$ cat config.mk
export PLATFORM = sky130hd
export DESIGN_NAME = tgdp_ram
export DESIGN_NICKNAME = d
export VERILOG_FILES = /design/src/rtl/tgdp_ram.sv
export SDC_FILE = /design/constraint.sdc
export NUM_CORES = 2
export LEC_CHECK = 0
export BUFFER_PORTS_ARGS = -buffer_cell sky130_fd_sc_hd__buf_2
export CAP_MARGIN = 5
export CORE_MARGIN = 1
export CORE_UTILIZATION = 59
export CTS_BUF_LIST = sky130_fd_sc_hd__clkbuf_4 sky130_fd_sc_hd__clkbuf_8
export DETAILED_ROUTE_END_ITERATION = 8
export GPL_TIMING_DRIVEN = 1
export PLACE_DENSITY_LB_ADDON = 0.3
export SLEW_MARGIN = 10
export SYNTH_ARGS = -nofsm -noshare
export SYNTH_HDL_FRONTEND = slang
export SYNTH_SLANG_ARGS = --single-unit
$ cat constraint.sdc
create_clock -name clk -period 2.1 [get_ports clk]
set_input_delay 0.105 -clock clk [delete_from_list [all_inputs] [get_ports clk]]
set_output_delay 0.105 -clock clk [all_outputs]
set_load 0.01 [all_outputs]
$ cat src/rtl/tgdp_ram.sv
`default_nettype none
module tgdp_ram #(
  parameter int unsigned WIDTH  = 8,
  parameter int unsigned DEPTH  = 256,
  parameter int unsigned ADDR_W = $clog2(DEPTH)
) (
  input  wire logic              clk,
  input  wire logic              we,
  input  wire logic [ADDR_W-1:0] waddr,
  input  wire logic [WIDTH-1:0]  wdata,
  input  wire logic [ADDR_W-1:0] raddr,
  output logic      [WIDTH-1:0]  rdata
);

  logic [WIDTH-1:0] mem_r [DEPTH];

  always_ff @(posedge clk) begin
    if (we) begin
      mem_r[waddr] <= wdata;
    end
    rdata <= mem_r[raddr];
  end

endmodule
`default_nettype wire

# After elaboration in Yosys (flattened, before gate mapping)
# Memories as Yosys holds them, arrays and structs flattened. A register that Yosys moved wholly into a read port is not among the register bits.
# Index checks and enable logic that the tools add are counted.
# totals
register_bits,0
ram_bits,2048
in_bits,26
output_inout_bits,8
wordCells,3
mem_count,1
# mem_list
memory,words,width,rd,rd_clocked_by_memory_dff,write_ports,line_no,source
mem_r,256,8,1,1,1,15,logic [WIDTH-1:0] mem_r [DEPTH];
# op_classes
muxes,2
# ops
op,n
$mux W1,2

# Depth between registers and ports, before layout
# logic_depth
depth_word,2
depth_mapped,11
depth_no_buf,6

# Worst setup path before layout
# Ideal clock, no wire load.
# synth_path
path_type,in2reg
startpoint,input raddr[0]
endpoint,"register rdata[2], read port of mem_r"
setup_time_ns,0.131
arrival_ns,1.912
required_time_ns,1.969
path_slack_ns,0.057
path_stages,9
n_path_buf,4
cell_sequence,buf_6 -> buf_12 -> buf_8 -> buf_2 -> mux4_2 -> a22oi_1 -> a21oi_1 -> nor4_1 -> nor4_2
# synth_rtl
item,line_no,source
"start, declared",11,"input wire logic [ADDR_W-1:0] raddr,"
"end, declared",12,output logic [WIDTH-1:0] rdata

==> reports/results.txt <==
synth top area cells - edfxtp_1 77%, mux4_2 13%, mux2i_1 1.7%
area of the core - 133,600 µm²
vias in the first global route - 42,640
Wirelength per Cell - 29.75 µm
placed inst area - 87,060 µm²
number of warnings issued by yosys - 0
Async S/R FF share, synth - 0%
Crit Path Max Fanout - 1
chip height - 369.2 µm
most frequent cells in the layout - 2,048 x edfxtp_1, 632 x buf_4, 454 x mux4_2
RSZ-0062 raised after global routing - true
CTS root buf - clkbuf_8
Clk pin slew, worst setup/hold paths - 0.06 ns
final instance area - 93,860 µm²
DR iter-0 viols - 5,382
pin count of the biggest net entering global routing - 97
Worst Skew - 0.06003 ns
routed wire length - 196,400 µm
Hold WS - 0.05662 ns
status - complete, but fails checks
syn_nets - 3,759
max frequency - 442.8 MHz
final period utilization - 107.5%
Worst Path Required - 2.98 ns
max-slew violations - 0
# clock sinks - 2,056
hpwl dp - 128,800 µm
GRT overflow - 0
GPL Wtd Cong - 0.8960
failing checks - design-rule violations, negative setup slack
layout cells sized above 1 - 36.59%
Mean Syn Cell Area - 21.31 µm²
CP arrival - 3.13 ns
Final TNS setup - -0.4767 ns
dpl cells - 6,020
CTS tree - yes
Clock Latency Late Sink - 1.01 ns
Util after Layout - 70.24%
Via Count - 42,540
H-tree levels - 5
vias per inst - 6.443
CP Launch Type - register
HP Class - input pin to register
Rows - 134
first-pass GRT wire length - 284,100 µm
Synth top area share - 77.30%
MaxCap Viol Count - 0
leakage - 30.82 nW
Final Instance Count excl. Fillers - 6,603
port bufs - 33
CTS Buf Count - 332
fillcell total - 7,696
final worst-path setup slack - -0.1584 ns
Die Wd - 369.2 µm
# setup viols final - 8
area leader, netlist - edfxtp_1
post-synthesis instance area - 79,560 µm²
DRC - 8
Cell Pwr Density - 878.2 nW/µm²
overall routing resource usage - 29.14%
top_reg_cell synth - edfxtp_1
register area share after synthesis - 77.50%
Worst Max-Slew Pin Slew - 1.167 ns
Synth Register Bits - 2,056
Setup CP Type - register to register
Ports - 34
Clock Tree Buf Depth - 4
minimum clock period - 2.258 ns
die area - 136,300 µm²
number of distinct library cells after synthesis - 55
antenna violations before repair - 6
initial core utilization - 59.54%
Final ANT Viol Nets - 0
fin nets - 4,630
Synth Instances - 3,733
pre-CTS setup slack - -1.193 ns
drt pass-1 iters - 7
Post-synth EDFFs - 2,048
endpoints failing hold - 0
Peak VDD IR - 738.3 µV
Synth-to-Final Area Change - 17.97%
Post-CTS Setup Repair Bufs - 0
crit end category - register
relative max-transition margin - 22.20%
commonest non-fill, non-tap cell in the layout - edfxtp_1
Power, Total - 82.43 mW
[flip-flops by register name, summed over array words and instances, names as in the netlist]
register / flops
mem_r: 2048
rdata: 8
[power breakdown]
part | switching, mW | leakage [nW] | internal, mW
sequential | 0.0894 | 18.5 | 45.2
combinational | 2.89 | 9.14 | 2.02
clock | 14.9 | 3.21 | 17.3
[Yosys cell counts (all sizes together) (28+ instances only)]
master and n:
a21oi 96, a22oi 133, buf 122, clkbuf 111, edfxtp 2048, mux2i 134
mux4 456, nand2 33, nand3 34, nor2 282, nor2b 31, o221ai 47
o22ai 28
[repair_timing]
item	4_1_cts	5_1_grt
endpoints found under the setup margin	8	8
resized for setup	56	34
hold buffers	20	0
hold endpoints to repair	2416	0
pin swaps	22	18
[path summary, 6_finish.rpt]
kind / from / endpoint / slack [ns] / cells past startpoint
worst max-delay path: mem_r[138][2] / rdata[2] / -0.16 / 7
worst min-delay path: raddr[5] / rdata[4] / 0.06 / 7
worst max register to register: mem_r[138][2] / rdata[2] / -0.16 / 7
worst min register to register: mem_r[41][3] / rdata[3] / 1.13 / 7
[per-layer routing]
metal | GRT usage [%] | wire length, µm | vias to the layer above | share of wire (%)
met5 | 0 | 37 | - | 0.019
met2 | 45.14 | 94150 | 2635 | 48
met1 | 41.57 | 73980 | 21970 | 38
met3 | 5.800 | 20940 | 462 | 11
li1 | - | - | 17480 | -
met4 | 11.28 | 7311 | 6 | 3.7
[final cells by class]
cell class	instances	area, µm²	share of cell area (%)
antenna	6	15.01	0.01600
clock buffer	442	5439	5.795
clock inverter	117	646.9	0.6892
inverter	2	7.507	0.007999
multi-input combinational	1442	16990	18.10
sequential	2056	61660	65.70
tap	1768	2212	2.357
timing repair buffer	770	6884	7.335
[kinds of logic after synthesis]
| group | synth area share, % |
|---|---|
| buf+inv | 1.831 |
| simple gates | 2.628 |
| compound gates | 3.419 |
| mux | 14.62 |
| flops | 77.50 |
[critical path, cell delays in order, from the launching register on]
cell and delay, ns:
edfxtp_1 0.37, mux4_2 0.50, mux4_2 0.55, nor2_4 0.14, a2111oi_4 0.06, nor3_2 0.26, buf_4 0.20, nor4_2 0.04
No activity file was read; power rests on OpenSTA's default activity.
