--- src/rtl/tgdp_pkg.sv ---
`default_nettype none
package tgdp_pkg;

  localparam int unsigned DEF_ROW_COUNT = 16;
  localparam int unsigned DEF_COL_COUNT = 16;

  localparam logic [1:0] KIND_WRITE  = 2'd0;
  localparam logic [1:0] KIND_SEARCH = 2'd1;
  localparam logic [1:0] KIND_READ   = 2'd2;

  localparam logic [1:0] DIR_UP    = 2'd0;
  localparam logic [1:0] DIR_DOWN  = 2'd1;
  localparam logic [1:0] DIR_LEFT  = 2'd2;
  localparam logic [1:0] DIR_RIGHT = 2'd3;

  // reduce a 4-bit coordinate modulo a grid dimension of at least 3
  function automatic logic [3:0] mod_small(input logic [3:0] v, input int unsigned m);
    logic [3:0] t;
    t = v;
    for (int i = 0; i < 5; i++) begin
      if (32'(t) >= m) begin
        t = t - 4'(m);
      end
    end
    return t;
  endfunction

endpackage
`default_nettype wire

--- src/rtl/tgdp_geom.sv ---
`default_nettype none
module tgdp_geom import tgdp_pkg::*; #(
  parameter int unsigned ROW_COUNT = DEF_ROW_COUNT,
  parameter int unsigned COL_COUNT = DEF_COL_COUNT,
  parameter int unsigned RW = $clog2(ROW_COUNT),
  parameter int unsigned CW = $clog2(COL_COUNT),
  parameter int unsigned DW = $clog2(ROW_COUNT + COL_COUNT - 1)
) (
  input  wire logic [RW-1:0] x_row,
  input  wire logic [CW-1:0] x_col,
  input  wire logic [RW-1:0] dst_row,
  input  wire logic [CW-1:0] dst_col,
  input  wire logic [RW-1:0] a_row,
  input  wire logic [CW-1:0] a_col,
  input  wire logic [RW-1:0] b_row,
  input  wire logic [CW-1:0] b_col,
  output logic      [RW-1:0] nb_row [4],
  output logic      [CW-1:0] nb_col [4],
  output logic      [DW-1:0] nb_dist [4],
  output logic               nb_hit,
  output logic               ab_adj,
  output logic      [1:0]    ab_dir
);

  function automatic logic [RW-1:0] row_dec(input logic [RW-1:0] r);
    return (r == '0) ? RW'(ROW_COUNT - 1) : r - 1'b1;
  endfunction

  function automatic logic [RW-1:0] row_inc(input logic [RW-1:0] r);
    return (r == RW'(ROW_COUNT - 1)) ? '0 : r + 1'b1;
  endfunction

  function automatic logic [CW-1:0] col_dec(input logic [CW-1:0] c);
    return (c == '0) ? CW'(COL_COUNT - 1) : c - 1'b1;
  endfunction

  function automatic logic [CW-1:0] col_inc(input logic [CW-1:0] c);
    return (c == CW'(COL_COUNT - 1)) ? '0 : c + 1'b1;
  endfunction

  logic [RW-1:0] rdiff [4];
  logic [CW-1:0] cdiff [4];

  always_comb begin
    nb_row[0] = row_dec(x_row);
    nb_col[0] = x_col;
    nb_row[1] = row_inc(x_row);
    nb_col[1] = x_col;
    nb_row[2] = x_row;
    nb_col[2] = col_dec(x_col);
    nb_row[3] = x_row;
    nb_col[3] = col_inc(x_col);
    nb_hit = 1'b0;
    for (int k = 0; k < 4; k++) begin
      rdiff[k] = (nb_row[k] > dst_row) ? nb_row[k] - dst_row : dst_row - nb_row[k];
      cdiff[k] = (nb_col[k] > dst_col) ? nb_col[k] - dst_col : dst_col - nb_col[k];
      nb_dist[k] = DW'(rdiff[k]) + DW'(cdiff[k]);
      if (nb_row[k] == dst_row && nb_col[k] == dst_col) begin
        nb_hit = 1'b1;
      end
    end
  end

  always_comb begin
    ab_adj = 1'b1;
    ab_dir = DIR_UP;
    priority if (a_col == b_col && b_row == row_dec(a_row)) begin
      ab_dir = DIR_UP;
    end else if (a_col == b_col && b_row == row_inc(a_row)) begin
      ab_dir = DIR_DOWN;
    end else if (a_row == b_row && b_col == col_dec(a_col)) begin
      ab_dir = DIR_LEFT;
    end else if (a_row == b_row && b_col == col_inc(a_col)) begin
      ab_dir = DIR_RIGHT;
    end else begin
      ab_adj = 1'b0;
    end
  end

endmodule
`default_nettype wire

--- config.mk ---
export PLATFORM = sky130hd
export DESIGN_NAME = tgdp_geom
export DESIGN_NICKNAME = d
export VERILOG_FILES = /design/src/rtl/tgdp_pkg.sv /design/src/rtl/tgdp_geom.sv
export SDC_FILE = /design/constraint.sdc
export NUM_CORES = 1
export LEC_CHECK = 0
export ABC_AREA = 0
export BUFFER_PORTS_ARGS = -buffer_cell sky130_fd_sc_hd__buf_2
export CORE_MARGIN = 4
export CORE_UTILIZATION = 23
export DETAILED_ROUTE_END_ITERATION = 8
export GPL_TIMING_DRIVEN = 1
export PLACE_DENSITY = 0.54
export SLEW_MARGIN = 20
export SYNTH_ARGS = -nofsm -noshare
export SYNTH_HDL_FRONTEND = slang
export SYNTH_SLANG_ARGS = --single-unit
--- constraint.sdc ---
create_clock -name vclk -period 5.1
set_input_delay 1.02 -clock vclk [all_inputs]
set_output_delay 1.02 -clock vclk [all_outputs]
set_load 0.01 [all_outputs]
# [Yosys cells after proc, flatten, opt, wreduce, memory -nomap -nowiden]
# Index checks and enable logic that the tools add are counted.
[word_totals] word_cells=84 output_inout_bits=56 ff_bits=0 input_bits=32
[op_classes] n_reduce_logical=12 n_addsub=24 n_eq_ne=16 mux=26 magnitude_cmp=6
[op_table] cell="2-to-1 mux 4 bit" count=14
[op_table] cell="== test 4 bit" count=12
[op_table] cell="subtractor 4 bit" count=12
[op_table] cell="greater-than comparator 4 bit" count=6
[op_table] cell="adder 4 x 4 -> 5 bit" count=4
[op_table] cell="adder 4 x 1 -> 4 bit (second input constant)" count=4
[op_table] cell="== test 4 bit (second input constant)" count=4
[op_table] cell="zero test 4 bit" count=4
[op_table] cell="subtractor 4 x 1 -> 4 bit (second input constant)" count=4
[op_table] cell="logical AND 1 bit" count=8
[op_table] cell="2-to-1 mux 1 bit" count=8
[op_table] cell="2-to-1 mux 2 bit" count=4

# [Longest topological paths before layout]
[depth] word_depth=8 ltp_mapped=15 mapped_depth_nobuf=15

# [Worst setup path before layout]
# No wires, ideal clock.
[synth_timing] kind="input port to output port" from="in x_col[1]" to="out nb_dist[9] in the netlist's numbering" slack_ns=0.443 arrival_ns=3.637 required_time_ns=4.080 path_buffers=0 path_stages=15 cell_sequence="inv_1 -> ha_1 -> nor2b_1 -> nor3_1 -> a21oi_1 -> ha_1 -> nor2b_1 -> o21a_1 -> o21a_1 -> mux2i_1 -> xor2_1 -> ha_1 -> nor2b_1 -> o21ai_0 -> nand2b_1"
[synth_lines] element="start, declared" line_no="tgdp_geom.sv:10" rtl="input wire logic [CW-1:0] x_col,"
[synth_lines] element="end, declared" line_no="tgdp_geom.sv:19" rtl="output logic [DW-1:0] nb_dist [4],"

==> run_results.csv <==
group,metric,value,unit
layout,layout.cells.non_filler,598,
synthesis,synth_area,0.00291,sq mm
placement,port_buffers,88,
setup_path,slowest_stage,"ha_1",
layout,nets,542,
floorplanning,io_pins,88,
synthesis,ys_seq_area_share,0,%
floorplanning,start_util,23.8,%
route,dr.first_iter.drc_count,58,
pwr,p_per_area,216,mW/mm^2
setup_path,endpoint_kind,"output port",
placement,post-place-cells,596,
grt,antenna_found_initial,0,
route,finalWirelength,7.30,mm
setup_path,cp_top_family,"adder cells",
setup_path,cpMostUsedCell,"ha_1",
sta,rsz0062_at_grt,"true",
sta,maxSlewViolCount,0,
setup_path,cp_num_buf_inv,3,
route,vias,2649,
sta,tns,0,ps
floorplanning,fp.dieW,121,um
sta,holdWs,2340,ps
run_status,status,"completed",
floorplanning,core_area,0.0122,sq mm
grt,grt_pass1_wl,11.9,mm
grt,grt_pass1_vias,2552,
setup_path,start_kind,"primary input",
sta,relSlewSlack,64.8,%
layout,nFlopsAndLatches,0,
synthesis,ys_types,42,
grt,grt_max_degree,11,
setup_path,worstPathMaxFanout,10,
synthesis,synth_nets,467,
route,vias_per_cell,4.43,
floorplanning,row_count,40,
setup_path,cp_data_required_time,4080,ps
sta,tightest_slew,521,ps
synthesis,syn_area_per_cell,8.16,sq um
layout,syn_to_final_growth,19.4,%
clock_tree,hold_buffers,0,
layout,n_antenna_cell,0,
sta,period_share,96.1,%
grt,grt_remaining_overflow,0,
setup_path,slowest_delay,380,ps
route,dr.pass1.iters,4,
setup_path,cp.arrival,3880,ps
floorplanning,dieArea,0.0145,sq mm
layout,clkbuf_count,0,
route,ant_nets,0,
setup_path,critPathKind,"primary input to output port",
sta,fin_crit,4900,ps
pwr,power.total,752,uW
pwr,vdd_drop_max,67.2,uV
layout,layout-drive-gt1-share,25.1,%
hold_path,hold_path.class,"primary input to output port",
sta,max_freq,204,MHz
setup_path,cp_cell_sequence,"buf_2 > ha_1 > xnor2_1 > inv_1 > ha_1 > nor2b_1 > o21a_1 > o32a_1 > mux2i_1 > xnor2_1 > ha_1 > nor2b_1 > o21ai_0 > nand2b_1 > buf_2",
sta,hold_viol,0,
pwr,leakage,0.00180,uW
placement,gp_congestion,0.879,
route,wl_per_cell,12.2,um
route,drc,0,
synthesis,ys_warn_count,0,
placement,dp_hpwl,6.49,mm
sta,setup_violations,0,
floorplanning,die_height,121,um
grt,grtUsageTotal,9.43,%
synthesis,syn-instance-count,357,
layout,seqCellArea,0,sq um
flow_run,cap_violations,0,
[cells in the final DEF (no fill, tap or decap), types with 2 or more instances in the layout]
master and instances:
and4_1 2, inv_1 48, mux2_2 2, nand2b_1 8, a41oi_1 2, buf_2 88
o41ai_1 2, buf_4 7, xnor2_1 32, ha_1 61, o21ai_0 10, nor2b_1 12
a31oi_1 4, a21oi_1 32, or3_1 2, xor2_1 9, nor3_1 4, inv_2 2
o21a_1 6, nor2_1 7, nand4_1 8, nand2_1 8, a21o_1 19, o21bai_1 5
fa_1 16, mux2i_1 13
[final cells by class]
type,instances,area [sq um]
fill,1372,8730
inverter,52,201
multi-input combinational,283,2570
tap,168,210
timing repair buffer,95,493
[kinds of logic after synthesis]
kind of cell	share of synthesized area, %
compound gates	20.3
xor+xnor	12.6
fa+ha+maj	37.6
buf+inv	12.3
mux	5.24
simple gates	11.9
[power breakdown]
part | internal, uW | switching [uW]
sequential | 0 | 0
clock | 0 | 0
combinational | 347 | 405
total | 347 | 405
[routing by layer]
metal / part of all wire, % / up-vias / track usage [%]
met1: 43 / 1229 / 11.8
met2: 51 / 60 / 18.5
met4: 0 / 0 / 0.142
met5: 0 / - / 0
met3: 5.4 / 0 / 0.702
li1: - / 1360 / -
[final timing paths]
| check | startpoint | endpoint | cells past startpoint |
|---|---|---|---|
| worst max-delay path | x_row[0] | nb_dist[14] | 15 |
| worst min-delay path | x_col[2] | nb_col[10] | 2 |
[synthesized netlist by cell type (all sizes together) (2+ instances only)]
| cell | instances | area, sq um |
|---|---|---|
| a41oi | 2 | 17.5 |
| xnor2 | 32 | 280 |
| inv | 52 | 195 |
| mux2i | 13 | 130 |
| nand2 | 8 | 30.0 |
| buf | 21 | 159 |
| o21a | 7 | 52.6 |
| nor2b | 12 | 75.1 |
| o21bai | 5 | 37.5 |
| nor3 | 4 | 20.0 |
| a21o | 19 | 143 |
| nand4 | 8 | 50.1 |
| o21ai | 10 | 50.1 |
| o41ai | 3 | 26.3 |
| ha | 62 | 776 |
| mux2 | 2 | 22.5 |
| or3 | 2 | 12.5 |
| a31oi | 4 | 25.0 |
| and4 | 2 | 17.5 |
| nor2 | 7 | 26.3 |
| a21oi | 32 | 160 |
| nand2b | 8 | 50.1 |
| fa | 16 | 320 |
| xor2 | 10 | 87.6 |
[per-stage QoR]
stage,worst slack (ps),util [%],cell area (sq um)
after detailed placement,131,28.1,3440
after global placement,190,28.1,3440
after global routing,-13.6,28.5,3480
final,201,28.5,3480
after CTS,117,28.1,3440
after floorplan,443,-,2910
[repair_timing]
item / 4_1_cts / 5_1_grt
endpoints found under the hold margin: 0 / 0
gates resized for setup: 0 / 9
endpoints found under the setup margin: 0 / 7
setup buffers: 0 / 2
No activity file was read; power rests on OpenSTA's default activity.
